## config.mk

```make
export PLATFORM = sky130hd
export DESIGN_NAME = crfhm_clip
export DESIGN_NICKNAME = d
export VERILOG_FILES = /design/src/rtl/core/crfhm_pkg.sv /design/src/rtl/core/crfhm_clip.sv
export SDC_FILE = /design/constraint.sdc
export NUM_CORES = 1
export LEC_CHECK = 0
export BUFFER_PORTS_ARGS = -buffer_cell sky130_fd_sc_hd__clkbuf_2
export CAP_MARGIN = 20
export CORE_ASPECT_RATIO = 0.7
export CORE_MARGIN = 10
export CORE_UTILIZATION = 59
export DETAILED_ROUTE_END_ITERATION = 10
export GPL_TIMING_DRIVEN = 0
export PLACE_DENSITY = 0.95
export RECOVER_POWER = 50
export SYNTH_ARGS = -nofsm -noshare
export SYNTH_HDL_FRONTEND = slang
export SYNTH_SLANG_ARGS = --single-unit
```

## constraint.sdc

```tcl
create_clock -name vclk -period 16.9
set_clock_uncertainty 0.05 [all_clocks]
set_input_delay 4.225 -clock vclk [all_inputs]
set_output_delay 4.225 -clock vclk [all_outputs]
set_load 0.02 [all_outputs]
```

## src/rtl/core/crfhm_pkg.sv

```systemverilog
package crfhm_pkg;

  localparam int unsigned CoordW = 12;
  localparam int unsigned SizeW  = 13;
  localparam int unsigned CalcW  = 14;
  localparam int unsigned RegW   = 10;
  localparam int unsigned OutIdW = 8;

  typedef enum logic [1:0] {
    OpFill   = 2'd0,
    OpClear  = 2'd1,
    OpLookup = 2'd2
  } op_e;

  typedef enum logic {
    RegGridWidth  = 1'b0,
    RegGridHeight = 1'b1
  } reg_idx_e;

  typedef enum logic [1:0] {
    StIdle,
    StSweep,
    StFill,
    StLook
  } state_e;

  typedef struct packed {
    logic              empty;
    logic              hit;
    logic [CoordW-1:0] x0;
    logic [CoordW-1:0] x_last;
    logic [CoordW-1:0] y0;
    logic [CoordW-1:0] y_last;
  } clip_t;

endpackage

```

## src/rtl/core/crfhm_clip.sv

```systemverilog
module crfhm_clip (
  input  logic signed [11:0]                  pos_x_i,
  input  logic signed [11:0]                  pos_y_i,
  input  logic [11:0]                         rect_w_i,
  input  logic [11:0]                         rect_h_i,
  input  logic [crfhm_pkg::SizeW-1:0]         act_w_i,
  input  logic [crfhm_pkg::SizeW-1:0]         act_h_i,
  output crfhm_pkg::clip_t                    clip_o
);

  logic signed [crfhm_pkg::CalcW-1:0] xs, ys, aw, ah;
  logic signed [crfhm_pkg::CalcW-1:0] x0, y0, x1, y1, x1c, y1c, xl, yl;

  always_comb begin
    xs  = crfhm_pkg::CalcW'(pos_x_i);
    ys  = crfhm_pkg::CalcW'(pos_y_i);
    aw  = $signed({1'b0, act_w_i});
    ah  = $signed({1'b0, act_h_i});
    x0  = (xs < 0) ? '0 : xs;
    y0  = (ys < 0) ? '0 : ys;
    x1  = xs + $signed({2'b00, rect_w_i});
    y1  = ys + $signed({2'b00, rect_h_i});
    x1c = (x1 > aw) ? aw : x1;
    y1c = (y1 > ah) ? ah : y1;
    xl  = x1c - crfhm_pkg::CalcW'(1);
    yl  = y1c - crfhm_pkg::CalcW'(1);

    clip_o.empty  = (x0 >= x1c) || (y0 >= y1c);
    clip_o.hit    = (xs >= 0) && (ys >= 0) && (xs < aw) && (ys < ah);
    clip_o.x0     = x0[crfhm_pkg::CoordW-1:0];
    clip_o.y0     = y0[crfhm_pkg::CoordW-1:0];
    clip_o.x_last = xl[crfhm_pkg::CoordW-1:0];
    clip_o.y_last = yl[crfhm_pkg::CoordW-1:0];
  end

endmodule
```

==> results of run 1 <==
-- cell type report --
class                      count  area, µm²  area share [%]
multi-input combinational    455       3633           80.35
timing repair buffer         122      583.1           12.89
inverter                      42      157.7           3.486
tap                           78      97.59           2.158
buffer                         8      50.05           1.107
-- synthesized netlist by cell type, types with 3 or more instances --
library cell and count:
o211ai_1 4, nor2b_1 28, nand3_1 12, o21ai_0 15
nand2b_1 11, ha_1 93, nand2_1 29, buf_4 3
a21oi_1 41, a31oi_1 5, o21ai_1 3, nor2_1 35
a211oi_1 5, and2_1 3, nor4_1 4, a21o_1 15
nand4_1 9, nor3_1 18, inv_1 42, mux2i_1 21
o21bai_1 3, xor2_1 14, a211o_1 4, o21a_1 5
xnor2_1 27
-- metal layers --
metal,up-vias,wire length (µm),track usage [%]
met5,-,0,0
met4,0,155,3.171
met3,21,1254,3.142
met2,222,5748,39.86
met1,2002,5802,32.79
li1,2087,-,-
-- power groups by stage --
stage	clock network, mW	logic, mW	registers, mW
after floorplan	0	0.206	0
after global placement	0	0.279	0
after detailed placement	0	0.289	0
after CTS	0	0.291	0
after global routing	0	0.321	0
final	0	0.295	0
-- cells by family after synthesis --
| kind of cell | synth area share [%] |
|---|---|
| buffers and inverters | 5.403 |
| xor gates and xnor gates | 9.766 |
| adders and majority gates | 31.58 |
| and+or+nand+nor | 22.75 |
| AOI/OAI and AO/OA | 23.31 |
| other | 0.09756 |
| muxes | 7.096 |
-- cells in the final DEF, fill, tap and decap left out, types with 3 or more instances in the layout --
cell and count:
o21ai_0 15, o211ai_1 4, a21o_1 15, nor3_1 18
nand3_1 12, a211oi_1 5, a21oi_1 41, o21a_1 5
xnor2_1 27, nor2_1 35, inv_1 42, nor4_1 4
buf_4 3, mux2i_1 21, and2_1 3, o21ai_1 3
nand2b_1 11, clkbuf_1 25, xor2_1 14, nor2b_1 28
a211o_1 4, ha_1 93, clkbuf_2 100, nand4_1 9
o21bai_1 3, nand2_1 29, a31oi_1 6
-- per-stage QoR --
stage	util (%)	cell area, µm²	instances	setup slack, ns	power, mW
finish	72.05	4522	705	2.086	0.2946
global route	72.05	4522	705	1.710	0.3205
CTS	72.59	4556	705	2.301	0.2911
detailed placement	72.59	4556	705	2.332	0.2895
global placement	72.59	4556	705	2.479	0.2789
floorplan	-	3847	505	3.353	0.2058
-- tightest hold or removal path, stage by stage --
cell	delay [ns]
clkbuf_2	0.10
nand2b_1	0.10
inv_1	0.05
clkbuf_1	0.17
-- path summary, 6_finish.rpt --
check	from	endpoint	slack, ns	cells after the start
max	pos_y_i[0]	clip_o[49]	2.09	29
min	pos_x_i[0]	clip_o[36]	8.81	4
==> flow_summary.toml, run 1 <==
[timing]
setup_tns_ns = 0
hold_viol = 0
layout_min_cycle_time_ns = 14.81
hold_slack_ns = 8.809
worst_pin_slew_ns = 0.5508
final-setup-viol-count = 0
drv_slew = 0
fin_crit_sh_pct = 87.65
timing.fmax_mhz = 67.51
relSlewSlack_pct = 62.23
rsz0062_at_grt = "no"

[cells_and_area]
area_growth_pct = 17.64
seqCellArea_um2 = 0
nClkBuffers = 0
fill_cells = 491
drive_gt1_share_pct = 20.41
antenna_cells = 0
nNetsFinal = 798
seq_cells = 0

[setup_path]
worstPathMaxFanout = 10
critPathSlowestCell = "or4_1"
cp-end-kind = "output pin"
cp.arrival_ns = 10.54
crit_required_ns = 12.63
worstSetupPathType = "primary input to output pin"
cp_num_buf_inv = 4
cp_top_family = "compound AO/OA/AOI/OAI gates"
cp-start-kind = "primary input"
max_stage_delay_ns = 0.58

[power]
power_density_mw_per_mm2 = 65.16
p_sw_mw = 0.1809
ir_worst_vdd_mv = 0.03276
swShare_pct = 61.39
p_comb_share_pct = 100.0
pwr-share-seq_pct = 0
p_int_mw = 0.1137
p_clk_share_pct = 0
p_leak_nw = 2.290

[floorplanning]
start_util_pct = 61.24
coreArea_mm2 = 0.006276
rows = 24
die_x_um = 116.5
die_h_um = 87.53
ioPinCount = 124
die_area_mm2 = 0.01019

[clocking]
cts_setup_buffers = 0
cts_hold_buf = 0
post_cts_resized = 0

[logic_synthesis]
yosys_warnings = 0
ys_types = 72
syn_area_mm2 = 0.003844
seq_area_frac_synth_pct = 0
syn_area_per_cell_um2 = 7.626
synthCells = 504
synth_area_leaders = "ha_1 30%, xnor2_1 6.2%, mux2i_1 5.5%, a21oi_1 5.3%, nor2b_1 4.6%"
synth.largest_area_cell = "ha_1"
netlist.area_leader.share_pct = 30.27

[hold_path]
hold_class = "primary input to output pin"

[grt]
grt_pass1_wl_mm = 20.51
grt_use_total_pct = 23.93
globalRouteOverflowTotal = 0
grt_antenna_before_repair = 0
grt_max_degree = 11
grt_pass1_vias = 4321

[place]
routabilityCongestion = 0.9790
port_buffers = 122
hpwlAfterDp_mm = 11.36

[outcome]
status = "complete, no violations"

[detailed_routing]
drc = 0
wirelength_mm = 12.96
drtIter0Drc = 363
ant_nets = 0
viasPerCell = 6.145
vias = 4332
first_pass_iters = 5
wl_per_cell_um = 18.38

[flow_run]
max_cap_viol_count = 0
Power figures use the tool's default switching activity.
==> run 2: changes to the inputs <==
Settings changed: ABC_AREA set to 0, PLACE_DENSITY 0.95 to 0.93.
==> flow_summary.toml, run 2 (synthesis results as in run 1) <==
[detailed_routing]
vias = 4397
first_pass_iters = 5
drc = 0
drtIter0Drc = 299
viasPerCell = 6.237
wirelength_mm = 12.87
ant_nets = 0
wl_per_cell_um = 18.26

[cells_and_area]
drive_gt1_share_pct = 20.41
area_growth_pct = 17.64
fill_cells = 510
final_util_pct = 72.05
layout_commonest_cell = "clkbuf_2"
mostFrequentLayoutCells = "100 x clkbuf_2, 93 x ha_1, 42 x inv_1, 41 x a21oi_1, 35 x nor2_1"
antenna_cells = 0
seqCellArea_um2 = 0
seq_cells = 0
nNetsFinal = 798
nClkBuffers = 0

[timing]
timing.fmax_mhz = 67.58
final-setup-viol-count = 0
hold_viol = 0
setup_tns_ns = 0
relSlewSlack_pct = 58.39
drv_slew = 0
rsz0062_at_grt = "no"
layout_min_cycle_time_ns = 14.80
hold_slack_ns = 8.795
worst_pin_slew_ns = 0.6185
setup_ws_ns = 2.103
fin_crit_sh_pct = 87.56

[setup_path]
worstSetupPathType = "primary input to output pin"
critPathSlowestCell = "a311oi_1"
path_common_cell = "nor2_1"
cp.arrival_ns = 10.52
cp-endpoint = "clip_o[49]"
crit_required_ns = 12.63
cp-start-kind = "primary input"
max_stage_delay_ns = 0.51
worstPathMaxFanout = 10
critPathLaunch = "pos_x_i[0]"
cp-end-kind = "output pin"

[clocking]
cts_setup_buffers = 0
cts_hold_buf = 0
post_cts_resized = 0

[outcome]
status = "complete, no violations"

[power]
p_leak_nw = 2.290
ir_worst_vdd_mv = 0.03345
p_total_mw = 0.2934
power_density_mw_per_mm2 = 64.88

[floorplanning]
die_x_um = 116.5
die_h_um = 87.53
start_util_pct = 61.24
rows = 24
coreArea_mm2 = 0.006276
ioPinCount = 124
die_area_mm2 = 0.01019

[grt]
grt_max_degree = 11
grt_pass1_vias = 4194
grt_use_total_pct = 23.67
grt_pass1_wl_mm = 20.15
grt_antenna_before_repair = 0
globalRouteOverflowTotal = 0

[place]
routabilityCongestion = 1.012
pre_cts_slack_ns = 2.316
hpwlAfterDp_mm = 11.38
port_buffers = 122

[hold_path]
hold_class = "primary input to output pin"
hold_path_depth = 4

[flow_run]
max_cap_viol_count = 0
## run 2: cell counts in the layout (fill, tap and decap cells not counted)
No cell type changed its count.
## run 2: metal layers
| metal | up-vias | GRT usage [%] | wire, µm |
|---|---|---|---|
| li1 | 2105 | - | - |
| met1 | 2003 | 31.95 | 5623 |
| met2 | 273 | 38.88 | 5593 |
| met3 | 16 | 4.440 | 1507 |
| met4 | 0 | 3.511 | 147 |
| met5 | - | 0 | 0 |
## run 2: critical path, delay by kind of cell
family,cells,cell delay (ns)
buf+inv,3,0.60
fa+ha+maj,5,1.69
compound gates,10,2.25
xor+xnor,1,0.09
simple gates,12,1.32
mux,1,0.35
## run 2: area by class of cell
| cell class | count | area [µm²] | area share (%) |
|---|---|---|---|
| Timing Repair Buffer | 122 | 583.1 | 12.89 |
| Tap cell | 78 | 97.59 | 2.158 |
| Inverter | 42 | 157.7 | 3.486 |
| Multi-Input combinational cell | 455 | 3633 | 80.35 |
| Buffer | 8 | 50.05 | 1.107 |
## run 2: worst min-delay path by stage
| stage | start | to | slack, ns |
|---|---|---|---|
| finish | pos_y_i[0] | clip_o[12] | 8.80 |
| global route | pos_x_i[0] | clip_o[36] | 8.83 |
| CTS | pos_y_i[0] | clip_o[12] | 8.80 |
| global placement | pos_x_i[0] | clip_o[36] | 8.77 |
| floorplan | pos_y_i[11] | clip_o[14] | 8.49 |
| detailed placement | pos_y_i[0] | clip_o[12] | 8.79 |
## run 2: stage by stage
stage	cells	instance area, µm²
6_report	705	4522
5_1_grt	705	4522
3_5_place_dp	705	4556
4_1_cts	705	4556
3_3_place_gp	705	4556
2_1_floorplan	505	3847
## run 2: report_power, final
part / leakage (nW) / internal [mW] / switching [mW]
sequential: 0 / 0 / 0
combinational: 2.29 / 0.114 / 0.180
clock: 0 / 0 / 0
==> run 3: changes to the inputs <==
Settings changed: ABC_AREA 0 to 1, CORE_MARGIN 10 to not set, CORE_UTILIZATION 59 to 60.
==> flow_summary.toml, run 3 <==
[logic_synthesis]
yosys_warnings = 0
syn_area_per_cell_um2 = 5.996
synth-simple-area-share_pct = 36.36
synth_xor_xnor_area_share_pct = 7.851
syn_area_mm2 = 0.004239
synth_area_leaders = "ha_1 27%, nand2_1 16%, inv_1 13%, xor2_1 6.2%, nand3_1 5.2%"
synthCells = 707
yosysMostFrequentCell = "nand2_1"
synth_top_family_by_area = "simple AND/OR/NAND/NOR gates"
seq_area_frac_synth_pct = 0
synth.largest_area_cell = "ha_1"
synth_mux_area_share_pct = 0
synth-compound-area-share_pct = 12.69
netlist.area_leader.share_pct = 27.45
synthAdderAreaFrac_pct = 28.39
synth_commonest_cells = "177 x nand2_1, 142 x inv_1, 93 x ha_1"
ys_types = 46

[timing]
layout_min_cycle_time_ns = 13.34
setup_tns_ns = 0
relSlewSlack_pct = 55.49
worst_pin_slew_ns = 0.6606
timing.fmax_mhz = 74.98
drv_slew = 0
rsz0062_at_grt = "no"
hold_viol = 0
fin_crit_sh_pct = 78.91
final-setup-viol-count = 0
hold_slack_ns = 8.776

[grt]
grt_antenna_before_repair = 0
grt_use_total_pct = 34.18
grt_pass1_vias = 4576
globalRouteOverflowTotal = 0
grt_pass1_wl_mm = 20.48
grt_max_degree = 11

[floorplanning]
start_util_pct = 62.45
die_h_um = 72.33
die_area_mm2 = 0.007411
coreArea_mm2 = 0.006788
ioPinCount = 124
rows = 25
die_x_um = 102.5

[detailed_routing]
viasPerCell = 5.422
first_pass_iters = 5
ant_nets = 0
vias = 5010
wl_per_cell_um = 13.73
drtIter0Drc = 288
wirelength_mm = 12.69
drc = 0

[clocking]
post_cts_resized = 0
cts_hold_buf = 0
cts_setup_buffers = 0

[cells_and_area]
layout_commonest_cell = "nand2_1"
seq_cells = 0
mostFrequentLayoutCells = "177 x nand2_1, 142 x inv_1, 100 x clkbuf_2, 93 x ha_1, 55 x nor2_1"
nNetsFinal = 1001
nClkBuffers = 0
fill_cells = 613
antenna_cells = 0
drive_gt1_share_pct = 18.80
seqCellArea_um2 = 0
area_growth_pct = 16.62

[place]
routabilityCongestion = 0.9937
hpwlAfterDp_mm = 11.40
port_buffers = 122

[setup_path]
worstSetupPathType = "primary input to output pin"
cp-start-kind = "primary input"
cp-end-kind = "output pin"
max_stage_delay_ns = 0.43
path_common_cell = "nand2_1"
worstPathMaxFanout = 8
critPathSlowestCell = "fa_1"
crit_required_ns = 12.63
cp.arrival_ns = 9.06

[flow_run]
max_cap_viol_count = 0

[power]
p_leak_nw = 3.053
power_density_mw_per_mm2 = 61.70
ir_worst_vdd_mv = 0.03216

[hold_path]
hold_class = "primary input to output pin"

[outcome]
status = "complete, no violations"
run 3: cell count changes in the layout (fill, tap and decap cells not counted), moves of 10 or more:
cell / delta
a21o_1: -10
inv_1: +100
mux2i_1: -21
nand2_1: +148
nand2_2: +11
nand2b_1: -11
nand3_1: +32
nand4_1: +10
nor2_1: +20
nor2b_1: -27
nor3_1: -11
xnor2_1: -19
xor2_1: +16
run 3: per-stage QoR:
step | power (mW) | worst slack, ns | utilization (%) | instances | cell area, µm²
after floorplan | 0.2171 | 4.520 | - | 708 | 4243
after global placement | 0.2858 | 3.968 | 73.24 | 924 | 4971
after detailed placement | 0.2996 | 3.804 | 73.24 | 924 | 4971
after CTS | 0.3009 | 3.775 | 73.24 | 924 | 4971
after global routing | 0.3388 | 3.201 | 72.83 | 924 | 4943
final | 0.3050 | 3.564 | 72.83 | 924 | 4943
run 3: logic make-up (layout without fill, tap and decap cells):
logic type	Yosys count	after routing
other cells	1	2
fa+ha+maj	95	95
xor+xnor	38	38
simple gates	336	336
buf+inv	154	276
compound gates	83	83
run 3: final timing paths:
path,start,endpoint,slack (ns),cells after the start
max,pos_x_i[0],clip_o[49],3.56,30
min,pos_y_i[0],clip_o[12],8.78,4
run 3: worst max-delay path: cells and delay by family:
family	cells	cell delay, ns
buffers and inverters	7	0.82
AND/OR/NAND/NOR	14	1.60
XOR/XNOR	1	0.33
adder cells (fa/ha/maj)	4	1.30
AO/OA/AOI/OAI	4	0.77
run 3: where the power goes:
| part | internal (mW) | leakage [nW] | switching, mW | total (mW) |
|---|---|---|---|---|
| registers | 0 | 0 | 0 | 0 |
| logic | 0.104 | 3.05 | 0.201 | 0.305 |
| clock network | 0 | 0 | 0 | 0 |
run 3: cell type report:
cell class                 count  area [µm²]  share of cell area (%)
multi-input combinational    554        3623                   73.30
buffer                         7       63.81                   1.291
tap                           94       117.6                   2.379
inverter                     147       555.5                   11.24
timing repair buffer         122       583.1                   11.79
run 3: per-layer routing:
layer / up-vias / share of wire [%] / global-route usage (%)
met5: - / 0 / 0
met4: 0 / 0.80 / 4.921
met3: 14 / 9.7 / 4.239
met2: 237 / 43 / 54.59
met1: 2234 / 47 / 49.60
li1: 2525 / - / -
